===== src/rtl/core/fpfa_pkg.sv =====
// Shared types and codes for the fixed partition fit allocator.
package fpfa_pkg;

    // item function codes
    localparam logic [1:0] FUNC_LOAD  = 2'd0;
    localparam logic [1:0] FUNC_CLEAR = 2'd1;
    localparam logic [1:0] FUNC_ALLOC = 2'd2;

    // fit policy codes
    localparam logic [1:0] POL_FIRST = 2'd0;
    localparam logic [1:0] POL_BEST  = 2'd1;
    localparam logic [1:0] POL_WORST = 2'd2;

    // configuration register select (paddr bit 2)
    localparam int         ADDR_W         = 3;
    localparam logic       REG_FIT_POLICY = 1'b0;
    localparam logic       REG_HOLE_COUNT = 1'b1;

    typedef struct packed {
        logic [1:0]  func;
        logic [4:0]  hole_slot;
        logic [15:0] hole_bytes;
        logic [15:0] req_size;
    } fpfa_in_t;

    typedef struct packed {
        logic       found;
        logic [4:0] hole_index;
    } fpfa_out_t;

    typedef struct packed {
        logic init;       // forget the current best candidate
        logic cmp_en;     // a hole entry is on the compare inputs
        logic cand_free;  // that entry is not marked taken
    } fpfa_fit_ctrl_t;

    typedef enum logic [1:0] {
        ST_IDLE,
        ST_SCAN,
        ST_PUSH
    } fpfa_state_t;

endpackage


===== src/rtl/core/fpfa_hole_mem.sv =====
// Hole size memory: one write port, one registered read port.
module fpfa_hole_mem #(
    parameter int DEPTH = 32,
    parameter int WIDTH = 16,
    parameter int AW    = 5
) (
    input  logic             clk,
    input  logic             we,
    input  logic [AW-1:0]    waddr,
    input  logic [WIDTH-1:0] wdata,
    input  logic             re,
    input  logic [AW-1:0]    raddr,
    output logic [WIDTH-1:0] rdata
);

    logic [WIDTH-1:0] mem [DEPTH];
    logic [WIDTH-1:0] rdata_reg;

    always_ff @(posedge clk)
    begin
        if (we)
        begin
            mem[waddr] <= wdata;
        end
    end

    always_ff @(posedge clk)
    begin
        if (re)
        begin
            rdata_reg <= mem[raddr];
        end
    end

    assign rdata = rdata_reg;

endmodule


===== src/rtl/core/fpfa_fit_unit.sv =====
// Shared compare unit: tracks the best fitting hole over a scan.
module fpfa_fit_unit #(
    parameter int SW = 16,
    parameter int IW = 5
) (
    input  logic                    clk,
    input  logic                    rst_n,
    input  fpfa_pkg::fpfa_fit_ctrl_t ctrl,
    input  logic [1:0]              policy,
    input  logic [SW-1:0]           want,
    input  logic [SW-1:0]           cand_size,
    input  logic [IW-1:0]           cand_idx,
    output logic                    have,
    output logic [IW-1:0]           best_idx
);

    logic          have_reg, have_next;
    logic [IW-1:0] best_i_reg, best_i_next;
    logic [SW-1:0] best_s_reg, best_s_next;
    logic          fits;
    logic          take;

    always_comb
    begin
        fits = ctrl.cand_free && (cand_size >= want);
        take = 1'b0;
        priority if (policy == fpfa_pkg::POL_FIRST)
        begin
            take = fits && !have_reg;
        end
        else if (policy == fpfa_pkg::POL_BEST)
        begin
            take = fits && (!have_reg || cand_size < best_s_reg);
        end
        else if (policy == fpfa_pkg::POL_WORST)
        begin
            take = fits && (cand_size != '0) && (!have_reg || cand_size > best_s_reg);
        end
        else
        begin
            take = 1'b0;  // unused policy never picks
        end

        have_next   = have_reg;
        best_i_next = best_i_reg;
        best_s_next = best_s_reg;
        if (ctrl.init)
        begin
            have_next = 1'b0;
        end
        else if (ctrl.cmp_en && take)
        begin
            have_next   = 1'b1;
            best_i_next = cand_idx;
            best_s_next = cand_size;
        end
    end

    always_ff @(posedge clk or negedge rst_n)
    begin
        if (!rst_n)
        begin
            have_reg <= 1'b0;
        end
        else
        begin
            have_reg <= have_next;
        end
    end

    always_ff @(posedge clk)
    begin
        best_i_reg <= best_i_next;
        best_s_reg <= best_s_next;
    end

    assign have     = have_reg;
    assign best_idx = best_i_reg;

endmodule


===== src/rtl/core/fixed_partition_fit_allocator_core.sv =====
// Fixed partition fit allocator: sequencer, taken marks, config port.
// Load, clear, unused code: accepted in ST_IDLE, then ST_PUSH registers the result once the output is free.
// Allocate: ST_SCAN reads N = min(hole_count, MAX_HOLES) holes, one hole per
// cycle through the memory read port and the shared compare unit, then ST_PUSH.
// A new item is taken only in ST_IDLE; it is taken while the last result waits.
// Reset (rst_n, async low) clears taken marks and config; sizes unset.
module fixed_partition_fit_allocator_core #(
    parameter int MAX_HOLES  = 32,
    parameter int SIZE_WIDTH = 16
) (
    input  logic                          clk,
    input  logic                          rst_n,
    input  logic                          req_valid,
    output logic                          req_ready,
    input  fpfa_pkg::fpfa_in_t            req,
    output logic                          rsp_valid,
    input  logic                          rsp_ready,
    output fpfa_pkg::fpfa_out_t           rsp,
    input  logic                          psel,
    input  logic                          penable,
    input  logic                          pwrite,
    input  logic [fpfa_pkg::ADDR_W-1:0]   paddr,
    input  logic [31:0]                   pwdata,
    output logic [31:0]                   prdata,
    output logic                          pready
);

    localparam int IW = (MAX_HOLES > 1) ? $clog2(MAX_HOLES) : 1;
    localparam int CW = $clog2(MAX_HOLES + 1);

    fpfa_pkg::fpfa_state_t state_reg, state_next;

    logic [1:0]            fit_policy_reg;
    logic [5:0]            hole_count_reg;
    logic [MAX_HOLES-1:0]  taken_reg, taken_next;
    logic [SIZE_WIDTH-1:0] want_reg, want_next;
    logic [CW-1:0]         lim_reg, lim_next;
    logic [CW-1:0]         rd_cnt_reg, rd_cnt_next;
    logic                  pend_reg, pend_next;
    logic [IW-1:0]         pend_idx_reg, pend_idx_next;
    logic                  res_found_reg, res_found_next;
    logic [4:0]            res_idx_reg, res_idx_next;
    logic                  rsp_valid_reg, rsp_valid_next;
    fpfa_pkg::fpfa_out_t   rsp_reg, rsp_next;

    logic                  mem_we, mem_re;
    logic [IW-1:0]         mem_waddr;
    logic [SIZE_WIDTH-1:0] mem_rdata;
    fpfa_pkg::fpfa_fit_ctrl_t fit_ctrl;
    logic                  fit_have;
    logic [IW-1:0]         fit_best;
    logic                  cfg_we;
    logic                  more;

    // ---------------- configuration port ----------------
    assign pready = 1'b1;
    assign cfg_we = psel && penable && pwrite;

    always_ff @(posedge clk or negedge rst_n)
    begin
        if (!rst_n)
        begin
            fit_policy_reg <= 2'd0;
            hole_count_reg <= 6'd0;
        end
        else if (cfg_we)
        begin
            if (paddr[2] == fpfa_pkg::REG_FIT_POLICY)
            begin
                fit_policy_reg <= pwdata[1:0];
            end
            else
            begin
                hole_count_reg <= pwdata[5:0];
            end
        end
    end

    assign prdata = (paddr[2] == fpfa_pkg::REG_HOLE_COUNT) ? {26'd0, hole_count_reg}
                                                            : {30'd0, fit_policy_reg};

    // ---------------- datapath parts ----------------
    assign mem_waddr = IW'(req.hole_slot);

    fpfa_hole_mem #(
        .DEPTH (MAX_HOLES),
        .WIDTH (SIZE_WIDTH),
        .AW    (IW)
    ) u_mem (
        .clk   (clk),
        .we    (mem_we),
        .waddr (mem_waddr),
        .wdata (SIZE_WIDTH'(req.hole_bytes)),
        .re    (mem_re),
        .raddr (rd_cnt_reg[IW-1:0]),
        .rdata (mem_rdata)
    );

    fpfa_fit_unit #(
        .SW (SIZE_WIDTH),
        .IW (IW)
    ) u_fit (
        .clk       (clk),
        .rst_n     (rst_n),
        .ctrl      (fit_ctrl),
        .policy    (fit_policy_reg),
        .want      (want_reg),
        .cand_size (mem_rdata),
        .cand_idx  (pend_idx_reg),
        .have      (fit_have),
        .best_idx  (fit_best)
    );

    // ---------------- sequencer ----------------
    assign more = (rd_cnt_reg < lim_reg);

    always_comb
    begin
        state_next     = state_reg;
        taken_next     = taken_reg;
        want_next      = want_reg;
        lim_next       = lim_reg;
        rd_cnt_next    = rd_cnt_reg;
        pend_next      = 1'b0;
        pend_idx_next  = pend_idx_reg;
        res_found_next = res_found_reg;
        res_idx_next   = res_idx_reg;
        rsp_valid_next = rsp_valid_reg && !rsp_ready;
        rsp_next       = rsp_reg;
        req_ready      = 1'b0;
        mem_we         = 1'b0;
        mem_re         = 1'b0;
        fit_ctrl       = '0;
        fit_ctrl.cand_free = !taken_reg[pend_idx_reg];

        unique case (state_reg)
            fpfa_pkg::ST_IDLE:
            begin
                req_ready = 1'b1;
                if (req_valid)
                begin
                    res_found_next = 1'b0;
                    res_idx_next   = 5'd0;
                    state_next     = fpfa_pkg::ST_PUSH;
                    unique case (req.func)
                        fpfa_pkg::FUNC_LOAD:
                        begin
                            mem_we = (32'(req.hole_slot) < MAX_HOLES);
                        end
                        fpfa_pkg::FUNC_CLEAR:
                        begin
                            taken_next = '0;
                        end
                        fpfa_pkg::FUNC_ALLOC:
                        begin
                            want_next   = SIZE_WIDTH'(req.req_size);
                            rd_cnt_next = '0;
                            fit_ctrl.init = 1'b1;
                            if (32'(hole_count_reg) > MAX_HOLES)
                            begin
                                lim_next = CW'(MAX_HOLES);
                            end
                            else
                            begin
                                lim_next = CW'(hole_count_reg);
                            end
                            state_next = fpfa_pkg::ST_SCAN;
                        end
                        default:
                        begin
                            // unused code: no table change; a not-found result follows
                        end
                    endcase
                end
            end

            fpfa_pkg::ST_SCAN:
            begin
                // read of entry k overlaps the compare of entry k-1
                fit_ctrl.cmp_en = pend_reg;
                if (more)
                begin
                    mem_re        = 1'b1;
                    pend_next     = 1'b1;
                    pend_idx_next = rd_cnt_reg[IW-1:0];
                    rd_cnt_next   = rd_cnt_reg + CW'(1);
                end
                else if (!pend_reg)
                begin
                    res_found_next = fit_have;
                    res_idx_next   = fit_have ? 5'(fit_best) : 5'd0;
                    if (fit_have)
                    begin
                        taken_next[fit_best] = 1'b1;
                    end
                    state_next = fpfa_pkg::ST_PUSH;
                end
            end

            fpfa_pkg::ST_PUSH:
            begin
                if (!rsp_valid_reg || rsp_ready)
                begin
                    rsp_valid_next      = 1'b1;
                    rsp_next.found      = res_found_reg;
                    rsp_next.hole_index = res_idx_reg;
                    state_next          = fpfa_pkg::ST_IDLE;
                end
            end

            default:
            begin
                state_next = fpfa_pkg::ST_IDLE;
            end
        endcase
    end

    always_ff @(posedge clk or negedge rst_n)
    begin
        if (!rst_n)
        begin
            state_reg     <= fpfa_pkg::ST_IDLE;
            taken_reg     <= '0;
            pend_reg      <= 1'b0;
            rsp_valid_reg <= 1'b0;
        end
        else
        begin
            state_reg     <= state_next;
            taken_reg     <= taken_next;
            pend_reg      <= pend_next;
            rsp_valid_reg <= rsp_valid_next;
        end
    end

    always_ff @(posedge clk)
    begin
        want_reg      <= want_next;
        lim_reg       <= lim_next;
        rd_cnt_reg    <= rd_cnt_next;
        pend_idx_reg  <= pend_idx_next;
        res_found_reg <= res_found_next;
        res_idx_reg   <= res_idx_next;
        rsp_reg       <= rsp_next;
    end

    assign rsp_valid = rsp_valid_reg;
    assign rsp       = rsp_reg;

endmodule


===== config.mk =====
export PLATFORM = sky130hd
export DESIGN_NAME = fixed_partition_fit_allocator_core
export DESIGN_NICKNAME = d
export VERILOG_FILES = /design/src/rtl/core/fpfa_pkg.sv /design/src/rtl/core/fpfa_hole_mem.sv /design/src/rtl/core/fpfa_fit_unit.sv /design/src/rtl/core/fixed_partition_fit_allocator_core.sv
export SDC_FILE = /design/constraint.sdc
export NUM_CORES = 1
export LEC_CHECK = 0
export BUFFER_PORTS_ARGS = -buffer_cell sky130_fd_sc_hd__buf_2
export CAP_MARGIN = 0
export CORE_UTILIZATION = 45
export DETAILED_ROUTE_END_ITERATION = 7
export GPL_ROUTABILITY_DRIVEN = 0
export PLACE_DENSITY_LB_ADDON = 0.25
export SYNTH_ARGS = -nofsm -noshare
export SYNTH_HDL_FRONTEND = slang
export SYNTH_SLANG_ARGS = --single-unit

===== constraint.sdc =====
create_clock -name clk -period 5.27 [get_ports clk]
set_input_delay 0.7905 -clock clk [delete_from_list [all_inputs] [get_ports clk]]
set_output_delay 0.7905 -clock clk [all_outputs]
set_load 0.01 [all_outputs]

# Yosys cells after proc, flatten, opt, wreduce, memory -nomap -nowiden
# Memory sizes are Yosys's and may differ from the RTL's. A register that Yosys moved wholly into a read port is not among the register bits.
# Index checks and enable logic that the tools add are counted.
# Widths: inputs -> output; s select.
dict set report classes {
  magnitude_cmp 8
  reduce_logical 33
  n_mux 49
  eq_ne 14
  bitwise 3
  addsub 1
}
# cell count
set ops {}
lappend ops {{$mux 32} 5}
lappend ops {{$pmux 32 s2} 1}
lappend ops {{$or 32x32->32} 1}
lappend ops {{$mux 1} 24}
lappend ops {{$mux 6} 4}
lappend ops {{$mux 5} 4}
lappend ops {{$ge 16x16->1} 1}
lappend ops {{$gt 16x16->1} 1}
lappend ops {{$lt 16x16->1} 1}
lappend ops {{$reduce_bool 16->1} 1}
lappend ops {{$lt 5x6->1 const B} 2}
lappend ops {{$pmux 6 s2} 1}
lappend ops {{$reduce_and 4->1} 3}
lappend ops {{$logic_and 1x1->1} 10}
lappend ops {{$mux 2} 5}
lappend ops {{$ne 2x2->1 const B} 5}
lappend ops {{$pmux 5 s2} 1}
lappend ops {{$reduce_and 2->1} 5}
lappend ops {{$add 6x1->6 const B} 1}
lappend ops {{$eq 2x1->1 const B} 3}
lappend ops {{$eq 2x2->1 const B} 3}
lappend ops {{$gt 6x6->1 const B} 1}
lappend ops {{$logic_not 2->1} 3}
lappend ops {{$lt 6x6->1} 1}
lappend ops {{other kinds (12)} 21}
dict set report word_totals {
  word_cells 126
  inputBits 81
  ramBits 512
  register_bits 111
  memories 1
  out_inout_bits 41
}
# name words word_bits read_ports rd_clocked_by_memory_dff write_ports line_no
set memory_table {}
lappend memory_table {u_mem.mem 32 16 1 1 1 fpfa_hole_mem.sv:16} ;# logic [WIDTH-1:0] mem [DEPTH];

# Depth between registers and ports, before layout
# Gate-level depths: netlist (run 1).
dict set report depth {
  depth_word 12
  mapped_depth 9
  depth_no_buf 8
}

# Modules after synthesis
# From an unflattened synthesis (run 1), not the netlist that was laid out.
dict set report hier_totals {
  cells_unflattened 1621
  hier_area_um2 26309.0
}
# module area_per_inst_um2 seq_area_each_um2 cells_each instances
set by_module_without_submodules {}
lappend by_module_without_submodules {fpfa_hole_mem 20694.8 15855.2 1143 1}
lappend by_module_without_submodules {fixed_partition_fit_allocator_core 4077.7 2452.4 334 1}
lappend by_module_without_submodules {fpfa_fit_unit 1536.5 655.6 144 1}

# Worst setup path after synthesis (run 1)
# Ideal clock, no wire load.
dict set report synth_path {
  kind {reg-to-reg}
  start {register rd_cnt_reg[0]}
  end {register res_found_reg, enable pin}
  setup_ns 0.377
  path_buffers 3
  arrival_time_ns 2.537
  slack_ns 2.356
  t_required_ns 4.893
  path_stages_with_launch 10
  path_cell_list {edfxtp_1 > clkbuf_1 > buf_6 > nand2b_1 > a21o_1 > a21oi_1 > o21ai_1 > clkbuf_1 > inv_1 > nor3_1}
}
dict set report synth_via {
  elab_chain_len 3
}
# element line_no
set synth_rtl {}
lappend synth_rtl {{start: declaration} fixed_partition_fit_allocator_core.sv:38} ;# logic [CW-1:0] rd_cnt_reg, rd_cnt_next;
lappend synth_rtl {{start signal: assignment} fixed_partition_fit_allocator_core.sv:240} ;# rd_cnt_reg <= rd_cnt_next;
lappend synth_rtl {{$lt 6x6->1} fixed_partition_fit_allocator_core.sv:115} ;# assign more = (rd_cnt_reg < lim_reg);
lappend synth_rtl {{$ne 2x2->1 (no source line)} --}
lappend synth_rtl {{$reduce_and 4->1 (no source line)} --}
lappend synth_rtl {{end signal: assignment} fixed_partition_fit_allocator_core.sv:242} ;# res_found_reg <= res_found_next;
lappend synth_rtl {{end: declaration} fixed_partition_fit_allocator_core.sv:41} ;# logic res_found_reg, res_found_next;
# No other way between the ends.
# A chain may end at the register's enable or synchronous reset.

# Worst setup path in the final report (run 1)
dict set report layout_path {
  start {register pend_idx_reg[0]}
  end {register u_fit.best_s_reg[9], enable pin}
}
dict set report layout_via {
  elab_chain_len 11
  elab_cells_between_ends 13
  cone_classes {5 x mux; 8 x reduce/logical}
}
# element line_no
set layout_rtl {}
lappend layout_rtl {{start: declaration} fixed_partition_fit_allocator_core.sv:40} ;# logic [IW-1:0] pend_idx_reg, pend_idx_next;
lappend layout_rtl {{start signal: assignment} fixed_partition_fit_allocator_core.sv:241} ;# pend_idx_reg <= pend_idx_next;
lappend layout_rtl {{$bmux 1 s5 (*)} fixed_partition_fit_allocator_core.sv:134} ;# fit_ctrl.cand_free = !taken_reg[pend_idx_reg];
lappend layout_rtl {{$mux 1 (implied by the code) (*)} fixed_partition_fit_allocator_core.sv:134}
lappend layout_rtl {{$logic_not 1->1 (*)} fixed_partition_fit_allocator_core.sv:134}
lappend layout_rtl {{$logic_and 1x1->1 (*)} fpfa_fit_unit.sv:25} ;# fits = ctrl.cand_free && (cand_size >= want);
lappend layout_rtl {{$logic_and 1x1->1 (2 in series)} fpfa_fit_unit.sv:37} ;# take = fits && (cand_size != '0) && (!have_reg || cand_size > best_s_reg);
lappend layout_rtl {{$mux 1} fpfa_fit_unit.sv:35} ;# else if (policy == fpfa_pkg::POL_WORST)
lappend layout_rtl {{$mux 1} fpfa_fit_unit.sv:31} ;# else if (policy == fpfa_pkg::POL_BEST)
lappend layout_rtl {{$mux 1 (*)} fpfa_fit_unit.sv:27} ;# priority if (policy == fpfa_pkg::POL_FIRST)
lappend layout_rtl {{$logic_and 1x1->1 (*)} fpfa_fit_unit.sv:51} ;# else if (ctrl.cmp_en && take)
lappend layout_rtl {{$reduce_and 2->1 (no source line) (*)} --}
lappend layout_rtl {{end signal: assignment} fpfa_fit_unit.sv:74} ;# best_s_reg <= best_s_next;
lappend layout_rtl {{end: declaration} fpfa_fit_unit.sv:19} ;# logic [SW-1:0] best_s_reg, best_s_next;
# Every way passes the cells marked *; elsewhere a longest branch is shown, timed or not. The select of a mux whose other input is x is not followed.

==> impl_metrics.csv, run 1 <==
group,metric,value,unit
yosys,synth_top_area_cell,"edfxtp_1",
clock_network,cts.path.max_buffers,3,
yosys,yosys_register_bits,639,
yosys,avgSynthCellArea,20.1,µm²
power,ir_drop,250,µV
cells_and_area,final_area,0.0290,mm²
timing,worst_slack,1.50,ns
floorplan,fp.dieArea,0.0580,mm²
setup_path,crit_family,"compound AO/OA/AOI/OAI gates",
setup_path,crit_path_top_delay_cell,"a2111oi_0",
clock_network,clockRootBuffer,"clkbuf_16",
yosys,syn_inst,1277,
cells_and_area,largest_register_ffs,512,
clock_network,cts_made_buffers,66,
timing,slew_viol_final,0,
yosys,netlist_area,0.0257,mm²
drt,viasPerCell,5.59,
yosys,synth_common_cells,"594 x edfxtp_1, 166 x mux4_2, 86 x nor2_1",
setup_path,worst_setup_path_end_kind,"flop",
drt,drc,2,
floorplan,start_util,45.5,%
yosys,ys_seq_area_share,73.9,%
yosys,yosysMostFrequentCell,"edfxtp_1",
drt,first_iter_violations,1160,
grt,grt_max_degree,47,
grt,grt_pass1_wl,79500,µm
floorplan,dieHeight,241,µm
setup_path,worstPathMaxFanout,22,
grt,grt_remaining_overflow,0,
place,port_buffers,66,
power,power,10.7,mW
clock_network,cts.hold.buffers_added,0,
yosys,synth_ff_type,"edfxtp_1",
cells_and_area,fillers,4560,
yosys,synthArstFlopShare,7.04,%
power,powerDensity,368,mW/mm²
cells_and_area,num-nets-final,1508,
drt,totalWireLength,53000,µm
grt,antenna_found_initial,5,
place,dpl.hpwl,31100,µm
yosys,yosys_warnings,0,
timing,max_slew_margin,16.9,%
timing,tns,0,ns
clock_network,cts_tree,"yes",
floorplan,die_x,241,µm
setup_path,critical_path_buf_inv_count,0,
setup_path,worstPathCellList,"mux4_2 > nor2b_1 > o311ai_0 > a2111oi_0 > o211a_1",
place,dp.cells,2077,
place,dp_slack,1.49,ns
worst_hold_path,hp-class,"input port to asynchronous set/reset pin",
drt,wl_per_cell,24.2,µm
timing,holdWs,0.370,ns
job,drv_cap,0,
cells_and_area,area_delta_synth_final,13.0,%
yosys,ys_top_cells_by_area,"edfxtp_1 70%, mux4_2 15%, dfrtp_1 4.4%",
cells_and_area,layoutNonFillerInstCount,2189,
yosys,synth_cell_types,51,
clock_network,post_cts_resize_count,0,
floorplan,num_io_pins,122,
drt,drtPass1Iterations,7,
timing,min_period,3.77,ns
timing,fmax,0.265,GHz
setup_path,critPathRequiredTime,5.47,ns
clock_network,htree_levels,3,
grt,grt_pass1_vias,12750,
setup_path,max_stage_delay,0.90,ns
setup_path,cp.arrival,3.98,ns
place,place_area,0.0269,mm²
clock_network,clock_sinks,639,
timing,worst_pin_slew,1.25,ns
drt,vias,12244,
setup_path,crit_type,"flop to flop",
timing,period_share,71.6,%
timing,rsz0062_at_grt,"no",
yosys,synth-edff-count,594,
timing,finalHoldViolCount,0,
clock_network,postCtsSetupBuffers,0,
timing,fin_skew,0.0243,ns
drt,ant_nets,0,
floorplan,rows,87,
clock_network,clk_latency,0.60,ns
floorplan,core,0.0564,mm²
timing,setup_violations,0,
run_status,outcome,"finished, violations left",
power,p_leak,9.74,nW
setup_path,critPathLaunchType,"flop",
run_status,violations,"DRC",
grt,grtUsageTotal,18.9,%
cells_and_area,drive_gt1_share,29.6,%
cells_and_area,final_util,51.4,%
clock_network,clk_pin_slew,0.06,ns
yosys,synth.top_cell.area_share,69.5,%
[placed cells by master (no fill, tap or decap), types with 8 or more instances in the layout]
master,count
a41oi_1,8
conb_1,27
mux4_2,166
edfxtp_1,594
nor3_1,16
a31oi_1,14
ha_1,38
a21oi_1,23
inv_1,40
nor2b_1,13
nor2_2,32
nand2b_1,9
buf_4,37
clkbuf_1,14
nand2_1,24
buf_2,66
clkinv_1,8
dfrtp_1,45
nand3_1,8
nor2_1,54
clkbuf_16,69
mux2_2,28
[layout make-up]
| cell class | instances | area [µm²] | share of cell area (%) |
|---|---|---|---|
| inverter | 40 | 150 | 0.518 |
| clock inverter | 24 | 230 | 0.794 |
| timing repair buffer | 105 | 648 | 2.24 |
| multi-input combinational | 537 | 6220 | 21.5 |
| antenna | 2 | 5.00 | 0.0173 |
| clock buffer | 86 | 1820 | 6.28 |
| sequential | 639 | 19000 | 65.4 |
| tap | 756 | 946 | 3.26 |
[cell families (layout without fill, tap and decap cells)]
group	Yosys count	in the layout	synth area share, %
buffers and inverters	126	255	2.56
flip-flops	639	639	73.9
adder cells (fa/ha/maj)	38	38	1.85
AO/OA/AOI/OAI	79	79	2.06
multiplexers	195	195	15.8
other	2	29	0.0293
XOR/XNOR	4	4	0.137
AND/OR/NAND/NOR	194	194	3.61
[layer usage]
metal  global-route usage, %  vias up  routed length [µm]
met5                       0        -                  25
met2                    29.3      357               25000
met1                    27.1     6445               23600
met4                    6.56        4                1400
li1                        -     5348                   -
met3                    3.58       90                2970
[where the power goes]
group | switching [mW] | internal (mW)
Sequential | 0.0534 | 5.62
Clock | 1.87 | 2.58
Combinational | 0.311 | 0.235
[worst reg2reg max path, cell delays in order (launching register included)]
cell and delay, ns:
edfxtp_1 0.78, mux4_2 0.59, nor2b_1 0.12, o311ai_0 0.13, a2111oi_0 0.90, o211a_1 0.85
[worst paths after layout]
kind,start,endpoint,slack [ns],cells after the start
max in group asynchronous,rst_n,fit_policy_reg[0],4.26,1
setup / recovery,pend_idx_reg[0],u_fit.best_s_reg[9],1.50,5
setup reg to reg,pend_idx_reg[0],u_fit.best_s_reg[9],1.50,5
min in group clk,req[14],want_reg[14],0.38,1
hold / removal,rst_n,taken_reg[13],0.37,1
hold reg to reg,res_idx_reg[3],rsp[3],0.42,0
No activity file was read; power rests on OpenSTA's default activity.
==> run 2: changes to the inputs <==
- clock period: 5.27 -> 3.4 ns (I/O delays scaled with it)
==> impl_metrics.csv, run 2 (synthesis gave the netlist of run 1 again) <==
group,metric,value,unit
clock_network,cts.hold.buffers_added,0,
clock_network,postCtsSetupBuffers,0,
drt,vias,12404,
cells_and_area,seqCellArea,0.0190,mm²
clock_network,clock_sinks,639,
drt,drtPass1Iterations,7,
floorplan,fp.dieArea,0.0580,mm²
cells_and_area,multi_input_area,0.00622,mm²
floorplan,num_io_pins,122,
drt,wl_per_cell,24.3,µm
clock_network,clk_latency,0.61,ns
timing,rsz0062_at_grt,"no",
job,drv_cap,0,
grt,grtUsageTotal,19.3,%
floorplan,rows,87,
floorplan,dieHeight,241,µm
power,p_leak,9.98,nW
cells_and_area,drive_gt1_share,30.7,%
worst_hold_path,hp-class,"input port to asynchronous set/reset pin",
setup_path,crit_type,"flop to flop",
place,port_buffers,66,
clock_network,clockRootBuffer,"clkbuf_16",
run_status,violations,"DRC",
cells_and_area,layout_common_cells,"594 x edfxtp_1, 166 x mux4_2, 70 x clkbuf_16, 66 x buf_2, 54 x nor2_1",
floorplan,start_util,45.5,%
setup_path,cp-startpoint,"pend_idx_reg[0]",
timing,period_share,85.4,%
cells_and_area,mostFrequentLayoutCell,"edfxtp_1",
timing,fmax,0.344,GHz
drt,ant_nets,0,
timing,fin_skew,0.0218,ns
setup_path,r2r-start,"pend_idx_reg[0]",
cells_and_area,area_delta_synth_final,15.2,%
timing,finalHoldViolCount,0,
grt,grt_remaining_overflow,0,
grt,grt_pass1_wl,80400,µm
cells_and_area,num-nets-final,1531,
power,powerDensity,569,mW/mm²
grt,grt_max_degree,53,
setup_path,cp-endpoint,"u_fit.best_idx[1]",
cells_and_area,fillers,4517,
timing,worst_pin_slew,1.00,ns
drt,viasPerCell,5.58,
floorplan,die_x,241,µm
cells_and_area,largest_register_ffs,512,
setup_path,critPathLaunchType,"flop",
clock_network,cts_tree,"yes",
setup_path,reg2regPathDepth,7,
drt,drc,2,
setup_path,cp.arrival,3.21,ns
timing,max_slew_margin,33.1,%
setup_path,worst_setup_path_end_kind,"flop",
clock_network,clk_pin_slew,0.06,ns
clock_network,post_cts_resize_count,0,
clock_network,htree_levels,3,
setup_path,worst-r2r-setup-slack,0.50,ns
place,dpl.hpwl,30900,µm
timing,min_period,2.90,ns
floorplan,core,0.0564,mm²
cells_and_area,n_antenna_cell,0,
timing,slew_viol_final,0,
drt,first_iter_violations,1119,
grt,antenna_found_initial,3,
clock_network,cts_made_buffers,69,
setup_path,worstPathMaxFanout,12,
setup_path,worstReg2RegEnd,"u_fit.best_idx[1]",
timing,setup_violations,0,
timing,tns,0,ns
run_status,outcome,"finished, violations left",
clock_network,cts.path.max_buffers,3,
setup_path,critPathRequiredTime,3.71,ns
grt,grt_pass1_vias,12747,
drt,totalWireLength,54000,µm
place,dp.cells,2097,
power,ir_drop,461,µV
cells_and_area,layoutNonFillerInstCount,2223,
==> run 2: cell count changes in the layout (fill, tap and decap cells not counted), moves of 2 or more <==
cell      before  now
clkbuf_8       3    0
clkinv_2       7   15
clkinv_1       8   18
clkbuf_1      14   12
inv_6          2    0
buf_4         37   33
buf_12         2   26
clkinv_8       3    5
diode_2        2    0
==> run 2: area by class of cell <==
| type | instances | share of cell area (%) |
|---|---|---|
| Clock inverter | 44 | 1.26 |
| Timing Repair Buffer | 125 | 3.72 |
| Tap cell | 756 | 3.20 |
| Clock buffer | 82 | 6.08 |
| Multi-Input combinational cell | 537 | 21.0 |
| Inverter | 40 | 0.508 |
| Sequential cell | 639 | 64.2 |
==> run 2: worst max-delay path, stage by stage (launching register included) <==
cell and delay (ns):
edfxtp_1 0.78, mux4_2 0.60, nand3b_1 0.09, a41oi_1 0.18, a2111oi_0 0.38, buf_4 0.18
o211a_1 0.20, buf_4 0.18
==> run 2: per-layer routing <==
metal / vias up / global-route usage (%) / wire length, µm
met5: - / 0 / 43
met4: 6 / 5.26 / 1170
met3: 99 / 3.66 / 2730
met2: 338 / 31.2 / 26200
met1: 6553 / 27.1 / 23800
li1: 5408 / - / -
==> run 2: through the flow <==
stage | hold WS [ns] | setup WS [ns] | power (mW) | instance area (µm²) | utilization, %
5_1_grt | 0.0549 | 0.301 | 17.3 | 29500 | 52.4
3_5_place_dp | 0.406 | 0.492 | 9.83 | 27400 | 48.6
6_report | 0.0817 | 0.496 | 16.8 | 29500 | 52.4
3_3_place_gp | 0.414 | 0.465 | 9.81 | 27400 | 48.6
2_1_floorplan | 0.214 | 0.486 | 9.48 | 25700 | -
4_1_cts | 0.0486 | 0.480 | 17.0 | 29500 | 52.4
==> run 2: worst min path at each step <==
stage                        endpoint  slack, ns  depth (start not counted)
global route              want_reg[7]       0.05                          1
CTS                       want_reg[7]       0.05                          1
finish                   taken_reg[8]       0.08                          1
global placement               rsp[3]       0.41                          0
floorplan           fit_policy_reg[0]       0.21                          0
detailed placement             rsp[2]       0.41                          0
==> run 2: power breakdown <==
| group | total (mW) | switching (mW) | internal, mW |
|---|---|---|---|
| sequential | 8.78 | 0.0691 | 8.71 |
| combinational | 0.877 | 0.496 | 0.381 |
| clock | 7.14 | 3.03 | 4.11 |
==> run 3: changes to the inputs <==
- CORE_MARGIN: unset -> 2
==> impl_metrics.csv, run 3 (synthesis gave the netlist of run 1 again) <==
group,metric,value,unit
power,p_leak,9.98,nW
timing,finalHoldViolCount,0,
power,powerDensity,567,mW/mm²
clock_network,cts_made_buffers,68,
floorplan,fp.dieArea,0.0589,mm²
floorplan,dieHeight,243,µm
power,internal_power,13.2,mW
cells_and_area,fillers,4483,
setup_path,worst-r2r-setup-slack,0.47,ns
place,port_buffers,66,
setup_path,crit_type,"flop to flop",
floorplan,core,0.0564,mm²
drt,viasPerCell,5.60,
cells_and_area,layout_common_cells,"594 x edfxtp_1, 166 x mux4_2, 68 x clkbuf_16, 66 x buf_2, 55 x buf_4",
power,switching_power,3.55,mW
drt,ant_nets,0,
power,power.share.combinational,5.2,%
timing,period_share,86.1,%
cells_and_area,area_delta_synth_final,15.0,%
worst_hold_path,hold-path-endpoint,"want_reg[10]",
grt,grt_remaining_overflow,0,
setup_path,r2r-start,"pend_idx_reg[0]",
drt,vias,12475,
setup_path,reg2regPathDepth,7,
clock_network,cts.hold.buffers_added,0,
timing,slew_viol_final,0,
timing,setup_violations,0,
timing,worst_pin_slew,1.06,ns
clock_network,clockRootBuffer,"clkbuf_16",
timing,rsz0062_at_grt,"no",
timing,min_period,2.93,ns
clock_network,clk_latency,0.61,ns
setup_path,cp.arrival,3.22,ns
floorplan,rows,87,
floorplan,start_util,45.5,%
clock_network,htree_levels,3,
worst_hold_path,min_from,"req[10]",
grt,grt_pass1_vias,12897,
place,dpl.hpwl,32500,µm
grt,antenna_found_initial,8,
run_status,outcome,"finished clean",
drt,first_iter_violations,1092,
power,ir_drop,561,µV
floorplan,num_io_pins,122,
place,dp.cells,2110,
clock_network,cts.path.max_buffers,3,
timing,tns,0,ns
clock_network,postCtsSetupBuffers,0,
cells_and_area,final_util,52.3,%
clock_network,post_cts_resize_count,0,
power,p_sw_share,21.2,%
power,p_clk_share,42.2,%
timing,fin_skew,0.0257,ns
drt,drtPass1Iterations,5,
cells_and_area,largest_register_ffs,512,
drt,totalWireLength,53900,µm
cells_and_area,mostFrequentLayoutCell,"edfxtp_1",
grt,grtUsageTotal,18.6,%
grt,grt_max_degree,46,
clock_network,clk_pin_slew,0.06,ns
cells_and_area,layoutNonFillerInstCount,2229,
clock_network,clock_sinks,639,
drt,wl_per_cell,24.2,µm
setup_path,worst_setup_path_end_kind,"flop",
grt,grt_pass1_wl,81000,µm
power,seqPwrFrac,52.6,%
cells_and_area,drive_gt1_share,31.3,%
drt,drc,0,
cells_and_area,num-nets-final,1543,
floorplan,die_x,243,µm
worst_hold_path,worstHoldPathCells,1,
setup_path,worstReg2RegEnd,"u_fit.best_s_reg[9]",
setup_path,critPathRequiredTime,3.69,ns
timing,max_slew_margin,29.3,%
setup_path,worstPathMaxFanout,22,
clock_network,cts_tree,"yes",
setup_path,critPathLaunchType,"flop",
worst_hold_path,hp-class,"input port to flop",
timing,fmax,0.342,GHz
job,drv_cap,0,
## run 3: worst max path at each step
| stage | from | depth (start not counted) | to |
|---|---|---|---|
| 2_1_floorplan | rd_cnt_reg[0] | 9 | res_found_reg |
| 6_report | pend_idx_reg[0] | 7 | u_fit.best_s_reg[9] |
| 5_1_grt | pend_idx_reg[0] | 7 | u_fit.best_s_reg[8] |
| 4_1_cts | pend_idx_reg[0] | 7 | u_fit.best_s_reg[9] |
| 3_3_place_gp | pend_idx_reg[0] | 7 | u_fit.best_s_reg[9] |
| 3_5_place_dp | pend_idx_reg[0] | 7 | u_fit.best_s_reg[11] |
## run 3: stage by stage
step | power (mW) | setup slack (ns) | cell area, µm² | hold slack (ns)
floorplan | 9.48 | 0.486 | 25700 | 0.214
global placement | 9.80 | 0.483 | 27400 | 0.415
detailed placement | 9.83 | 0.498 | 27400 | 0.417
CTS | 16.9 | 0.459 | 29500 | 0.0549
global route | 17.3 | 0.307 | 29500 | 0.0510
finish | 16.7 | 0.473 | 29500 | 0.0855
## run 3: final cells by class
type | instances | area (µm²) | share of cell area [%]
well taps | 756 | 946 | 3.21
flip-flops and latches | 639 | 19000 | 64.3
clock buffers | 85 | 1800 | 6.09
inverters | 40 | 150 | 0.509
clock inverters | 32 | 330 | 1.12
repair buffers | 138 | 1080 | 3.67
multi-input cells | 537 | 6220 | 21.1
diodes | 2 | 5.00 | 0.0170
## run 3: critical path: stages (launching register included)
cell and delay (ns):
edfxtp_1 0.77, mux4_2 0.59, nand3b_1 0.10, a41oi_1 0.18
a2111oi_0 0.41, buf_4 0.19, o211a_1 0.18, buf_12 0.19
## run 3: per-layer routing
metal | GRT usage [%] | vias to the layer above | routed length (µm)
li1 | - | 5429 | -
met2 | 30.0 | 358 | 26600
met1 | 26.0 | 6600 | 23100
met3 | 3.59 | 82 | 2970
met4 | 5.20 | 6 | 1210
met5 | 0 | - | 34
## run 3: power by group through the flow
stage          registers, mW  clock network [mW]  logic [mW]
2_1_floorplan           8.92                   0       0.560
3_3_place_gp            8.94                   0       0.858
3_5_place_dp            8.95                   0       0.877
4_1_cts                 8.79                7.23       0.881
5_1_grt                 8.80                7.52       0.945
6_report                8.79                7.06       0.867
